`src/rtl/tns_pkg.sv`:
```
// ----------------------------------------------------------------------------
// tns_pkg
// Types, constants and codes shared by the text noise sniffer modules.
// ----------------------------------------------------------------------------
package tns_pkg;

  // default sizes of the sampling window
  localparam int SampleMaxDefault = 8192;
  localparam int LineMaxDefault   = 127;

  // field widths
  localparam int SampleLimitW = 14;
  localparam int LineLimitW   = 7;
  localparam int PercentW     = 7;
  localparam int MinLengthW   = 4;
  localparam int CountW       = 7;
  localparam int ByteCountW   = 14;
  localparam int VerdictW     = 2;
  localparam int CfgIdxW      = 3;
  localparam int CfgDataW     = 14;

  // per-line limits
  localparam logic [3:0] LineLenSat  = 4'd8;
  localparam logic [3:0] HostLenMin  = 4'd7;
  localparam logic [1:0] TokenSat    = 2'd3;
  localparam logic [1:0] ShortTokMax = 2'd2;
  localparam int         PercentScale = 100;

  // depth of the queue between front and back
  localparam int QueueDepth = 4;

  // reset values of the configuration registers
  localparam logic [SampleLimitW-1:0] SampleLimitRst   = 14'd8192;
  localparam logic [LineLimitW-1:0]   LineLimitRst     = 7'd100;
  localparam logic [PercentW-1:0]     HostPercentRst   = 7'd15;
  localparam logic [PercentW-1:0]     ShortPercentRst  = 7'd80;
  localparam logic [PercentW-1:0]     LetterPercentRst = 7'd40;
  localparam logic [MinLengthW-1:0]   MinLengthRst     = 4'd4;

  typedef enum logic [CfgIdxW-1:0] {
    CFG_SAMPLE_LIMIT,
    CFG_LINE_LIMIT,
    CFG_HOST_PERCENT,
    CFG_SHORT_PERCENT,
    CFG_LETTER_PERCENT,
    CFG_MIN_LENGTH
  } cfg_idx_e;

  typedef enum logic [VerdictW-1:0] {
    VERDICT_SKIP = 2'd0,
    VERDICT_CODE = 2'd1,
    VERDICT_KEEP = 2'd2
  } verdict_e;

  // scan of the dotted address at the start of a line
  typedef enum logic [3:0] {
    PH_LEAD,
    PH_RUN0,
    PH_DOT1,
    PH_RUN1,
    PH_DOT2,
    PH_RUN2,
    PH_DOT3,
    PH_DONE,
    PH_FAIL
  } addr_phase_e;

  typedef struct packed {
    logic [SampleLimitW-1:0] sample_limit;
    logic [LineLimitW-1:0]   line_limit;
    logic [PercentW-1:0]     host_percent;
    logic [PercentW-1:0]     short_percent;
    logic [PercentW-1:0]     letter_percent;
    logic [MinLengthW-1:0]   min_length;
  } cfg_t;

  typedef struct packed {
    logic [7:0] text_byte;
    logic       final_byte;
  } in_item_t;

  // classified byte handed from front to back
  typedef struct packed {
    logic       final_byte;
    logic       newline;
    logic       blank;
    logic       digit;
    logic       letter;
    logic       dot;
    logic [3:0] digit_val;
  } cls_t;

  typedef struct packed {
    logic [VerdictW-1:0]   verdict;
    logic [CountW-1:0]     lines_seen;
    logic [CountW-1:0]     host_lines;
    logic [CountW-1:0]     short_lines;
    logic [ByteCountW-1:0] letter_count;
    logic [ByteCountW-1:0] nonspace_count;
  } result_t;

endpackage

```
`src/rtl/tns_stream_if.sv`:
```
// ----------------------------------------------------------------------------
// tns_stream_if
// Valid/ready channel carrying one payload of type T per transaction.
// ----------------------------------------------------------------------------
interface tns_stream_if #(
  parameter type T = logic
) ();

  logic valid;
  logic ready;
  T     data;

  modport source (output valid, output data, input ready);
  modport sink   (input valid, input data, output ready);

endinterface

```
`src/rtl/tns_front.sv`:
```
// ----------------------------------------------------------------------------
// tns_front
// Accepts text bytes and registers their character class for the back end.
// ----------------------------------------------------------------------------
module tns_front (
  input  logic        clk_i,
  input  logic        rst_ni,
  tns_stream_if.sink   in_i,
  tns_stream_if.source cls_o
);

  import tns_pkg::*;

  logic valid_q, valid_d;
  cls_t cls_q, cls_c;
  logic take;
  logic [7:0] c;

  assign c = in_i.data.text_byte;

  always_comb begin
    cls_c            = '0;
    cls_c.final_byte = in_i.data.final_byte;
    cls_c.newline    = (c == 8'h0A);
    cls_c.blank      = (c == 8'h20) || (c >= 8'h09 && c <= 8'h0D);
    cls_c.digit      = (c >= 8'h30 && c <= 8'h39);
    cls_c.letter     = (c >= 8'h41 && c <= 8'h5A) || (c >= 8'h61 && c <= 8'h7A);
    cls_c.dot        = (c == 8'h2E);
    cls_c.digit_val  = c[3:0];
  end

  assign in_i.ready  = !valid_q || cls_o.ready;
  assign take        = in_i.valid && in_i.ready;
  assign cls_o.valid = valid_q;
  assign cls_o.data  = cls_q;

  always_comb begin
    valid_d = valid_q;
    if (take) begin
      valid_d = 1'b1;
    end else if (cls_o.ready) begin
      valid_d = 1'b0;
    end
  end

  always_ff @(posedge clk_i or negedge rst_ni) begin
    if (!rst_ni) begin
      valid_q <= 1'b0;
    end else begin
      valid_q <= valid_d;
    end
  end

  always_ff @(posedge clk_i) begin
    if (take) begin
      cls_q <= cls_c;
    end
  end

endmodule

```
`src/rtl/tns_queue.sv`:
```
// ----------------------------------------------------------------------------
// tns_queue
// Short first-in first-out queue of classified bytes between front and back.
// ----------------------------------------------------------------------------
module tns_queue (
  input  logic        clk_i,
  input  logic        rst_ni,
  tns_stream_if.sink   in_i,
  tns_stream_if.source out_o
);

  import tns_pkg::*;

  localparam int PtrW = $clog2(QueueDepth);

  cls_t            mem_q [QueueDepth];
  logic [PtrW-1:0] wr_ptr_q, wr_ptr_d;
  logic [PtrW-1:0] rd_ptr_q, rd_ptr_d;
  logic [PtrW:0]   count_q, count_d;
  logic            push, pop;

  assign in_i.ready  = (count_q != (PtrW + 1)'(QueueDepth));
  assign out_o.valid = (count_q != '0);
  assign out_o.data  = mem_q[rd_ptr_q];
  assign push        = in_i.valid && in_i.ready;
  assign pop         = out_o.valid && out_o.ready;

  always_comb begin
    wr_ptr_d = push ? wr_ptr_q + 1'b1 : wr_ptr_q;
    rd_ptr_d = pop ? rd_ptr_q + 1'b1 : rd_ptr_q;
    count_d  = count_q;
    if (push && !pop) begin
      count_d = count_q + 1'b1;
    end else if (pop && !push) begin
      count_d = count_q - 1'b1;
    end
  end

  always_ff @(posedge clk_i or negedge rst_ni) begin
    if (!rst_ni) begin
      wr_ptr_q <= '0;
      rd_ptr_q <= '0;
      count_q  <= '0;
    end else begin
      wr_ptr_q <= wr_ptr_d;
      rd_ptr_q <= rd_ptr_d;
      count_q  <= count_d;
    end
  end

  always_ff @(posedge clk_i) begin
    if (push) begin
      mem_q[wr_ptr_q] <= in_i.data;
    end
  end

endmodule

```
`src/rtl/tns_back.sv`:
```
// ----------------------------------------------------------------------------
// tns_back
// Per-text counters, line and address scan, and the verdict pipeline.
// ----------------------------------------------------------------------------
module tns_back #(
  parameter int SAMPLE_MAX = tns_pkg::SampleMaxDefault,
  parameter int LINE_MAX   = tns_pkg::LineMaxDefault
) (
  input  logic          clk_i,
  input  logic          rst_ni,
  input  tns_pkg::cfg_t cfg_i,
  tns_stream_if.sink     in_i,
  tns_stream_if.source   out_o
);

  import tns_pkg::*;

  localparam int BW  = $clog2(SAMPLE_MAX + 1);
  localparam int LW  = $clog2(LINE_MAX + 1);
  localparam int CW  = (BW > SampleLimitW) ? BW : SampleLimitW;
  localparam int LCW = (LW > LineLimitW) ? LW : LineLimitW;
  localparam int PW  = LW + PercentW;
  localparam int QW  = BW + PercentW;
  localparam logic [BW-1:0] SampleMaxB = BW'(SAMPLE_MAX);
  localparam logic [LW-1:0] LineMaxL   = LW'(LINE_MAX);

  // per-text state
  logic [BW-1:0] bytes_q, bytes_d, bytes_u;
  logic [LW-1:0] lines_q, lines_d, lines_u;
  logic [LW-1:0] host_q, host_d, host_u;
  logic [LW-1:0] short_q, short_d, short_u;
  logic [BW-1:0] letters_q, letters_d, letters_u;
  logic [BW-1:0] nons_q, nons_d, nons_u;
  logic          open_q, open_d, open_u;
  logic [3:0]    len_q, len_d, len_u, b_len, len_n;
  logic [1:0]    tok_q, tok_d, tok_u, b_tok, tok_n;
  logic          intok_q, intok_d, intok_u, b_intok, intok_n;
  addr_phase_e   phase_q, phase_d, phase_u, b_phase, phase_n;
  logic [8:0]    fv_q, fv_d, fv_u, b_fv, fv_n;
  logic          ok_q, ok_d, ok_u, b_ok, ok_n;
  logic [11:0]   fv_mul;

  cls_t          cls;
  logic          take, fin, win, nl, step, do_end;
  logic [CW-1:0] limit_c;

  // verdict pipeline
  logic          s1_valid_q, s1_valid_d;
  logic [BW-1:0] s1_bytes_q, s1_letters_q, s1_nons_q;
  logic [LW-1:0] s1_lines_q, s1_host_q, s1_short_q;
  logic          s1_free, out_adv;
  logic          out_valid_q, out_valid_d;
  result_t       out_q, out_c;
  logic          short_text, host_bad, short_bad, letter_low;

  assign cls  = in_i.data;
  assign fin  = cls.final_byte;
  assign nl   = cls.newline;

  assign out_adv    = !out_valid_q || out_o.ready;
  assign s1_free    = !s1_valid_q || out_adv;
  assign in_i.ready = !fin || s1_free;
  assign take       = in_i.valid && in_i.ready;

  assign limit_c = (CW'(cfg_i.sample_limit) < CW'(SAMPLE_MAX)) ?
                   CW'(cfg_i.sample_limit) : CW'(SAMPLE_MAX);
  assign win  = (CW'(bytes_q) < limit_c) && (LCW'(lines_q) < LCW'(cfg_i.line_limit));
  assign step = win && !nl;

  // a closed line restarts its per-line state on its first byte
  assign b_len   = open_q ? len_q : '0;
  assign b_tok   = open_q ? tok_q : '0;
  assign b_intok = open_q && intok_q;
  assign b_phase = open_q ? phase_q : PH_LEAD;
  assign b_fv    = open_q ? fv_q : '0;
  assign b_ok    = open_q && ok_q;

  always_comb begin
    len_n   = (b_len < LineLenSat) ? b_len + 4'd1 : b_len;
    intok_n = !cls.blank;
    tok_n   = b_tok;
    if (!cls.blank && !b_intok && b_tok != TokenSat) begin
      tok_n = b_tok + 2'd1;
    end
  end

  // address scan: next phase
  always_comb begin
    phase_n = b_phase;
    case (b_phase)
      PH_LEAD: begin
        if (cls.digit) begin
          phase_n = PH_RUN0;
        end else if (!cls.blank) begin
          phase_n = PH_FAIL;
        end
      end
      PH_RUN0, PH_RUN1, PH_RUN2: begin
        if (cls.dot) begin
          if (b_phase != PH_RUN2 && b_fv[8]) begin
            phase_n = PH_FAIL;
          end else if (b_phase == PH_RUN0) begin
            phase_n = PH_DOT1;
          end else if (b_phase == PH_RUN1) begin
            phase_n = PH_DOT2;
          end else begin
            phase_n = PH_DOT3;
          end
        end else if (!cls.digit) begin
          phase_n = PH_FAIL;
        end
      end
      PH_DOT1: phase_n = cls.digit ? PH_RUN1 : PH_FAIL;
      PH_DOT2: phase_n = cls.digit ? PH_RUN2 : PH_FAIL;
      PH_DOT3: phase_n = cls.digit ? PH_DONE : PH_FAIL;
      PH_DONE: phase_n = PH_DONE;
      PH_FAIL: phase_n = PH_FAIL;
      default: phase_n = PH_FAIL;
    endcase
  end

  // address scan: run value and match flag
  assign fv_mul = 12'(b_fv) * 12'd10 + 12'(cls.digit_val);

  always_comb begin
    fv_n = b_fv;
    ok_n = b_ok;
    case (b_phase)
      PH_LEAD, PH_DOT1, PH_DOT2: begin
        if (cls.digit) begin
          fv_n = 9'(cls.digit_val);
        end
      end
      PH_RUN0, PH_RUN1, PH_RUN2: begin
        if (cls.digit) begin
          fv_n = (fv_mul > 12'd256) ? 9'd256 : fv_mul[8:0];
        end else if (cls.dot) begin
          fv_n = '0;
        end
      end
      PH_DOT3: begin
        if (cls.digit) begin
          ok_n = 1'b1;
        end
      end
      default: begin
        fv_n = b_fv;
      end
    endcase
  end

  // state after this byte, before the clear at the end of a text
  always_comb begin
    len_u   = win ? (nl ? b_len : len_n) : len_q;
    tok_u   = win ? (nl ? b_tok : tok_n) : tok_q;
    intok_u = win ? (nl ? b_intok : intok_n) : intok_q;
    phase_u = win ? (nl ? b_phase : phase_n) : phase_q;
    fv_u    = win ? (nl ? b_fv : fv_n) : fv_q;
    ok_u    = win ? (nl ? b_ok : ok_n) : ok_q;
    open_u  = win ? !nl : open_q;

    letters_u = letters_q;
    if (step && cls.letter && letters_q < SampleMaxB) begin
      letters_u = letters_q + 1'b1;
    end
    nons_u = nons_q;
    if (step && !cls.blank && nons_q < SampleMaxB) begin
      nons_u = nons_q + 1'b1;
    end
    bytes_u = (bytes_q < SampleMaxB) ? bytes_q + 1'b1 : bytes_q;

    // a line closes on a newline, or when the text ends with it open
    do_end  = (win && nl) || (fin && open_u);
    lines_u = lines_q;
    short_u = short_q;
    host_u  = host_q;
    if (do_end) begin
      if (lines_q < LineMaxL) begin
        lines_u = lines_q + 1'b1;
      end
      if (tok_u <= ShortTokMax && short_q < LineMaxL) begin
        short_u = short_q + 1'b1;
      end
      if (ok_u && len_u > HostLenMin && host_q < LineMaxL) begin
        host_u = host_q + 1'b1;
      end
    end
  end

  always_comb begin
    bytes_d   = bytes_q;
    lines_d   = lines_q;
    host_d    = host_q;
    short_d   = short_q;
    letters_d = letters_q;
    nons_d    = nons_q;
    open_d    = open_q;
    len_d     = len_q;
    tok_d     = tok_q;
    intok_d   = intok_q;
    phase_d   = phase_q;
    fv_d      = fv_q;
    ok_d      = ok_q;
    if (take) begin
      if (fin) begin
        bytes_d   = '0;
        lines_d   = '0;
        host_d    = '0;
        short_d   = '0;
        letters_d = '0;
        nons_d    = '0;
        open_d    = 1'b0;
        len_d     = '0;
        tok_d     = '0;
        intok_d   = 1'b0;
        phase_d   = PH_LEAD;
        fv_d      = '0;
        ok_d      = 1'b0;
      end else begin
        bytes_d   = bytes_u;
        lines_d   = lines_u;
        host_d    = host_u;
        short_d   = short_u;
        letters_d = letters_u;
        nons_d    = nons_u;
        open_d    = open_u;
        len_d     = len_u;
        tok_d     = tok_u;
        intok_d   = intok_u;
        phase_d   = phase_u;
        fv_d      = fv_u;
        ok_d      = ok_u;
      end
    end
  end

  always_ff @(posedge clk_i or negedge rst_ni) begin
    if (!rst_ni) begin
      bytes_q   <= '0;
      lines_q   <= '0;
      host_q    <= '0;
      short_q   <= '0;
      letters_q <= '0;
      nons_q    <= '0;
      open_q    <= 1'b0;
      len_q     <= '0;
      tok_q     <= '0;
      intok_q   <= 1'b0;
      phase_q   <= PH_LEAD;
      fv_q      <= '0;
      ok_q      <= 1'b0;
    end else begin
      bytes_q   <= bytes_d;
      lines_q   <= lines_d;
      host_q    <= host_d;
      short_q   <= short_d;
      letters_q <= letters_d;
      nons_q    <= nons_d;
      open_q    <= open_d;
      len_q     <= len_d;
      tok_q     <= tok_d;
      intok_q   <= intok_d;
      phase_q   <= phase_d;
      fv_q      <= fv_d;
      ok_q      <= ok_d;
    end
  end

  // snapshot of the finished text
  always_comb begin
    s1_valid_d = s1_valid_q;
    if (take && fin) begin
      s1_valid_d = 1'b1;
    end else if (out_adv) begin
      s1_valid_d = 1'b0;
    end
    out_valid_d = out_adv ? s1_valid_q : out_valid_q;
  end

  always_ff @(posedge clk_i) begin
    if (take && fin) begin
      s1_bytes_q   <= bytes_u;
      s1_lines_q   <= lines_u;
      s1_host_q    <= host_u;
      s1_short_q   <= short_u;
      s1_letters_q <= letters_u;
      s1_nons_q    <= nons_u;
    end
  end

  // ratio tests against the percent registers
  assign short_text = CW'(s1_bytes_q) < CW'(cfg_i.min_length);
  assign host_bad   = PW'(s1_host_q) * PW'(PercentScale) >
                      PW'(s1_lines_q) * PW'(cfg_i.host_percent);
  assign short_bad  = PW'(s1_short_q) * PW'(PercentScale) >
                      PW'(s1_lines_q) * PW'(cfg_i.short_percent);
  assign letter_low = QW'(s1_letters_q) * QW'(PercentScale) <
                      QW'(s1_nons_q) * QW'(cfg_i.letter_percent);

  always_comb begin
    out_c                = '0;
    out_c.lines_seen     = CountW'(s1_lines_q);
    out_c.host_lines     = CountW'(s1_host_q);
    out_c.short_lines    = CountW'(s1_short_q);
    out_c.letter_count   = ByteCountW'(s1_letters_q);
    out_c.nonspace_count = ByteCountW'(s1_nons_q);
    if (short_text || s1_lines_q == '0 || host_bad || short_bad) begin
      out_c.verdict = VERDICT_SKIP;
    end else if (s1_nons_q == '0) begin
      out_c.verdict = (cfg_i.letter_percent != '0) ? VERDICT_CODE : VERDICT_KEEP;
    end else begin
      out_c.verdict = letter_low ? VERDICT_CODE : VERDICT_KEEP;
    end
  end

  always_ff @(posedge clk_i or negedge rst_ni) begin
    if (!rst_ni) begin
      s1_valid_q  <= 1'b0;
      out_valid_q <= 1'b0;
    end else begin
      s1_valid_q  <= s1_valid_d;
      out_valid_q <= out_valid_d;
    end
  end

  always_ff @(posedge clk_i) begin
    if (out_adv && s1_valid_q) begin
      out_q <= out_c;
    end
  end

  assign out_o.valid = out_valid_q;
  assign out_o.data  = out_q;

`ifndef ASSERT_OFF
  a_host_le_lines: assert property (@(posedge clk_i) disable iff (!rst_ni)
    host_q <= lines_q)
    else $error("host line count above line count");

  a_short_le_lines: assert property (@(posedge clk_i) disable iff (!rst_ni)
    short_q <= lines_q)
    else $error("short line count above line count");

  a_clear_after_final: assert property (@(posedge clk_i) disable iff (!rst_ni)
    take && fin |=> bytes_q == '0 && !open_q && lines_q == '0)
    else $error("text state not cleared after last byte");

  a_snapshot_held: assert property (@(posedge clk_i) disable iff (!rst_ni)
    s1_valid_q && !out_adv |=> s1_valid_q && $stable(s1_lines_q))
    else $error("pending verdict snapshot lost under back-pressure");
`endif

endmodule

```
`src/rtl/text_noise_sniffer_top.sv`:
```
// ----------------------------------------------------------------------------
// text_noise_sniffer_top
// Streams a text byte by byte and judges it skip, code or keep.
// ----------------------------------------------------------------------------
// Takes one byte per clock cycle, back to back across texts, save that the
// back end holds a last byte only while a verdict is pending; the figure is
// set by the counter and address-scan update in the back end. A byte passes
// an input register, a four-entry queue and the state update; the verdict
// for a text passes the snapshot and output registers after its last byte
// is taken, when the output side is ready. The configuration registers must
// be written through the plain write port while the block is idle, which
// the block does not enforce; there is no clearing pass after reset.
module text_noise_sniffer_top #(
  parameter int SAMPLE_MAX = tns_pkg::SampleMaxDefault,
  parameter int LINE_MAX   = tns_pkg::LineMaxDefault
) (
  input  logic                          clk_i,
  input  logic                          rst_ni,
  input  logic                          cfg_we_i,
  input  logic [tns_pkg::CfgIdxW-1:0]   cfg_idx_i,
  input  logic [tns_pkg::CfgDataW-1:0]  cfg_data_i,
  tns_stream_if.sink                    in_i,
  tns_stream_if.source                  out_o
);

  import tns_pkg::*;

  cfg_t cfg_q, cfg_d;

  tns_stream_if #(.T(cls_t)) front_q ();
  tns_stream_if #(.T(cls_t)) queue_b ();

  always_comb begin
    cfg_d = cfg_q;
    if (cfg_we_i) begin
      case (cfg_idx_i)
        CFG_SAMPLE_LIMIT:   cfg_d.sample_limit   = cfg_data_i[SampleLimitW-1:0];
        CFG_LINE_LIMIT:     cfg_d.line_limit     = cfg_data_i[LineLimitW-1:0];
        CFG_HOST_PERCENT:   cfg_d.host_percent   = cfg_data_i[PercentW-1:0];
        CFG_SHORT_PERCENT:  cfg_d.short_percent  = cfg_data_i[PercentW-1:0];
        CFG_LETTER_PERCENT: cfg_d.letter_percent = cfg_data_i[PercentW-1:0];
        CFG_MIN_LENGTH:     cfg_d.min_length     = cfg_data_i[MinLengthW-1:0];
        default:            cfg_d = cfg_q;
      endcase
    end
  end

  always_ff @(posedge clk_i or negedge rst_ni) begin
    if (!rst_ni) begin
      cfg_q.sample_limit   <= SampleLimitRst;
      cfg_q.line_limit     <= LineLimitRst;
      cfg_q.host_percent   <= HostPercentRst;
      cfg_q.short_percent  <= ShortPercentRst;
      cfg_q.letter_percent <= LetterPercentRst;
      cfg_q.min_length     <= MinLengthRst;
    end else begin
      cfg_q <= cfg_d;
    end
  end

  tns_front u_front (
    .clk_i  (clk_i),
    .rst_ni (rst_ni),
    .in_i   (in_i),
    .cls_o  (front_q)
  );

  tns_queue u_queue (
    .clk_i  (clk_i),
    .rst_ni (rst_ni),
    .in_i   (front_q),
    .out_o  (queue_b)
  );

  tns_back #(
    .SAMPLE_MAX (SAMPLE_MAX),
    .LINE_MAX   (LINE_MAX)
  ) u_back (
    .clk_i  (clk_i),
    .rst_ni (rst_ni),
    .cfg_i  (cfg_q),
    .in_i   (queue_b),
    .out_o  (out_o)
  );

endmodule

```
`src/flat_wrapper.sv`:
```
// flat-port wrapper written by rule: the top's interface ports become plain ports
module text_noise_sniffer_top_flat import tns_pkg::*;
#(
  parameter int SAMPLE_MAX = tns_pkg::SampleMaxDefault,
  parameter int LINE_MAX   = tns_pkg::LineMaxDefault
)
  (clk_i, rst_ni, cfg_we_i, cfg_idx_i, cfg_data_i, in_i_valid, in_i_data, in_i_ready, out_o_valid, out_o_data, out_o_ready);
  tns_stream_if #(.T(in_item_t)) in_i_i ();
  tns_stream_if #(.T(result_t)) out_o_i ();
  input  logic clk_i;
  input  logic rst_ni;
  input  logic cfg_we_i;
  input  logic [tns_pkg::CfgIdxW-1:0] cfg_idx_i;
  input  logic [tns_pkg::CfgDataW-1:0] cfg_data_i;
  input wire logic [$bits(in_i_i.valid)-1:0] in_i_valid;
  input wire logic [$bits(in_i_i.data)-1:0] in_i_data;
  output wire logic [$bits(in_i_i.ready)-1:0] in_i_ready;
  output wire logic [$bits(out_o_i.valid)-1:0] out_o_valid;
  output wire logic [$bits(out_o_i.data)-1:0] out_o_data;
  input wire logic [$bits(out_o_i.ready)-1:0] out_o_ready;
  assign in_i_i.valid = in_i_valid;
  assign in_i_i.data = in_i_data;
  assign in_i_ready = in_i_i.ready;
  assign out_o_valid = out_o_i.valid;
  assign out_o_data = out_o_i.data;
  assign out_o_i.ready = out_o_ready;
  text_noise_sniffer_top #(.SAMPLE_MAX(SAMPLE_MAX), .LINE_MAX(LINE_MAX)) u_core (.clk_i(clk_i), .rst_ni(rst_ni), .cfg_we_i(cfg_we_i), .cfg_idx_i(cfg_idx_i), .cfg_data_i(cfg_data_i), .in_i(in_i_i), .out_o(out_o_i));
endmodule
```
`config.mk`:
```
export PLATFORM = sky130hd
export DESIGN_NAME = text_noise_sniffer_top_flat
export DESIGN_NICKNAME = d
export VERILOG_FILES = /design/src/rtl/tns_pkg.sv /design/src/rtl/tns_stream_if.sv /design/src/rtl/tns_front.sv /design/src/rtl/tns_queue.sv /design/src/rtl/tns_back.sv /design/src/rtl/text_noise_sniffer_top.sv /design/src/flat_wrapper.sv
export SDC_FILE = /design/constraint.sdc
export NUM_CORES = 1
export LEC_CHECK = 0
export ABC_CLOCK_PERIOD_IN_PS = 8550
export BUFFER_PORTS_ARGS = -buffer_cell sky130_fd_sc_hd__clkbuf_2
export CELL_PAD_IN_SITES_DETAIL_PLACEMENT = 1
export CELL_PAD_IN_SITES_GLOBAL_PLACEMENT = 2
export CORE_ASPECT_RATIO = 0.8
export CORE_MARGIN = 2
export CORE_UTILIZATION = 43
export DETAILED_ROUTE_END_ITERATION = 12
export HOLD_SLACK_MARGIN = 0.06
export PLACE_DENSITY_LB_ADDON = 0.1
export SYNTH_ARGS = -nofsm -noshare
export SYNTH_HDL_FRONTEND = slang
export SYNTH_SLANG_ARGS = --single-unit
```
`constraint.sdc`:
```
create_clock -name clk_i -period 8.55 [get_ports clk_i]
set_input_delay 1.71 -clock clk_i [delete_from_list [all_inputs] [get_ports clk_i]]
set_output_delay 1.71 -clock clk_i [all_outputs]
set_load 0.02 [all_outputs]
```
==> impl_metrics.csv <==
group,metric,value,unit
outcome,outcome,"completed",
placement,place_congestion,0.807,
clock_network,cts.sinks,305,
yosys,syn_nets,2763,
layout,layout.area.seq,0.00847,mm²
global_route,grt.total_usage,21.8,%
detailed_routing,antenna_left,0,
floorplanning,core_area,0.0552,mm²
critical_path,worstRegToRegCells,23,
yosys,synth_common_cells,"295 x ha_1, 273 x inv_1, 210 x nand2_1",
clock_network,cts_repair_resize_count,0,
placement,place.port_buffers,83,
global_route,grt_max_degree,89,
layout,multi_input_area,0.0143,mm²
sta,slew_headroom,30.5,%
detailed_routing,drtIter0Drc,839,
critical_path,crit_type,"reg2reg",
layout,area_growth,9.96,%
clock_network,cts_buffers,37,
yosys,synth_cell_types,84,
sta,finClkSkew,0.0247,ns
hold_path,min_from,"u_core.u_back.fv_q[4]",
sta,slew_violations,0,
sta,period_share,77.7,%
sta,setup_viol,0,
critical_path,cp_slowest_cell,"dfstp_2",
clock_network,cts.root.buffer_cell,"clkbuf_16",
layout,largest_reg_flops,51,
critical_path,critical_path.max_stage_delay,0.71,ns
clock_network,clk_path_buf_depth,3,
placement,dp_hpwl,45.5,mm
yosys,ys_seq_area_share,35.3,%
critical_path,crit_chain,"nand2_1, fa_1, fa_1, inv_1, fa_1, inv_1, fa_1, inv_1, ha_1, a21oi_1, nor2b_1, a311o_1, a31oi_1, o311a_1, o21bai_1, a21oi_1, xnor2_1, ha_1, nand4_1, nor2_1, nand2_1, or3_1, and3b_1",
sta,finalSetupTns,0,ns
detailed_routing,num_vias,17229,
detailed_routing,totalWireLength,61.6,mm
global_route,grt_pass1_wl,99.9,mm
layout,fillers,6066,
global_route,overflow,0,
critical_path,startpoint_type,"register",
clock_network,insertion_delay,0.57,ns
clock_network,cts_tree,"done",
clock_network,hold_buffers,0,
yosys,yosysMostFrequentCell,"ha_1",
layout,fin_nets,2834,
detailed_routing,first_pass_iters,5,
floorplanning,die_y,215,µm
yosys,synth_area_leader_cell,"edfxtp_1",
yosys,netlist_area,0.0240,mm²
detailed_routing,routedWlPerCell,19.5,µm
critical_path,cp.arrival,6.95,ns
yosys,synthTopCellsByArea,"edfxtp_1 21%, ha_1 15%, dfrtp_1 13%",
critical_path,crit_start,"u_core.cfg_q[9]",
yosys,yosysWarnings,0,
critical_path,cp.required,8.86,ns
hold_path,worstHoldPathCells,1,
global_route,antenna_found_initial,2,
clock_network,post_cts_buffers,0,
sta,clock.fmax,151,MHz
floorplanning,die_w,268,µm
detailed_routing,drc,0,
sta,finalHoldViolCount,0,
critical_path,worstReg2RegStart,"u_core.cfg_q[9]",
layout,antennaDiodeCount,0,
sta,period_minus_slack,6.64,ns
yosys,synth_edf_count,164,
floorplanning,boundaryPins,84,
global_route,first_global_vias,18206,
yosys,synth_area_per_cell,10.4,µm²
critical_path,end_kind,"register",
sta,rsz0062_at_grt,"false",
yosys,synth_top_area_share,20.5,%
critical_path,cp_max_fo,16,
critical_path,r2r_end,"u_core.u_back.out_o.data[49]",
floorplanning,die_area,0.0578,mm²
clock_network,cts_max_level,2,
critical_path,critical-path-top-delay-family,"adder cells",
critical_path,worstPathBufferInverterCount,3,
sta,worst_pin_slew,1.04,ns
sta,fin_ws,1.91,ns
clock_network,clk_pin_slew_worst_paths,0.06,ns
critical_path,r2r_slack,1.91,ns
critical_path,crit_top_cell,"fa_1",
detailed_routing,post_drt_via_cell_ratio,5.45,
yosys,ys.flop_type,"edfxtp_1",
floorplanning,initial_core_util,43.5,%
yosys,synthArstFlopShare,46.2,%
hold_path,holdPathEnd,"u_core.u_back.fv_q[4]",
floorplanning,rows,77,
layout,drive_above_1_share,10.9,%
placement,place_ws,1.90,ns
hold_path,hold_class,"reg2reg",
run,maxCapViolCount,0,
yosys,synthCells,2314,
yosys,synth_seq_cells,305,
worst max-delay path by stage:
stage | end | cells after the start | slack [ns]
2_1_floorplan | u_core.u_back.out_o.data[49] | 24 | 2.41
4_1_cts | u_core.u_back.out_o.data[49] | 23 | 1.88
3_5_place_dp | u_core.u_back.out_o.data[49] | 23 | 1.90
5_1_grt | u_core.u_back.out_o.data[49] | 23 | 1.32
3_3_place_gp | u_core.u_back.out_o.data[49] | 23 | 2.11
6_report | u_core.u_back.out_o.data[49] | 23 | 1.91
cell families (layout without fill, tap and decap cells):
family                     Yosys count  after routing  share of synthesized area, %
xor gates and xnor gates           130            130                          4.74
DFF                                305            305                          35.3
buffers and inverters              334            433                          5.31
AOI/OAI and AO/OA                  416            416                          11.4
and+or+nand+nor                    648            648                          14.3
muxes                               63             63                          3.40
adders and majority gates          418            418                          25.6
layer usage:
metal	track usage, %	part of all wire [%]	vias up
li1	-	-	8243
met4	4.51	1.6	0
met2	33.8	44	239
met3	2.80	3.2	64
met1	32.5	51	8683
met5	0	0	-
placed cells by master (no fill, tap or decap), drive strengths merged, types with 9 or more instances in the layout:
master  count
nor3b      10
and2      147
a21o       46
nand3      33
a31o        9
a22o       14
xor2       48
nor2       61
nand4      29
edfxtp    164
ha        295
fa        123
o21ai     114
a32o       12
mux2       49
or2        15
xnor2      82
nand2     210
buf        11
o31ai      14
and3       20
nor4       18
o211ai      9
a31oi      35
a21oi      86
dfrtp     128
nor2b      21
o21bai     13
inv       277
nor3       30
mux4       10
clkinv     14
dfstp      13
clkbuf    128
nand2b     19
final cells by class:
cell class / instances / share of cell area [%]
multi-input combinational: 1675 / 54.2
sequential: 305 / 32.1
tap: 750 / 3.55
clock buffer: 46 / 3.75
clock inverter: 21 / 0.682
timing repair buffer: 93 / 1.88
inverter: 273 / 3.88
metrics by stage:
step / utilization, % / instance area [µm²] / instances / hold WS (ns)
final: 47.8 / 26400 / 3163 / 0.492
after global routing: 47.8 / 26400 / 3163 / 0.507
after CTS: 47.8 / 26400 / 3163 / 0.486
after floorplan: - / 24000 / 2314 / 0.442
after global placement: 45.7 / 25200 / 3096 / 0.462
after detailed placement: 45.7 / 25200 / 3096 / 0.473
Power is left out: the tool's default activity adds up to more than one toggle a clock period on the data nets, which glitch-free logic cannot reach.
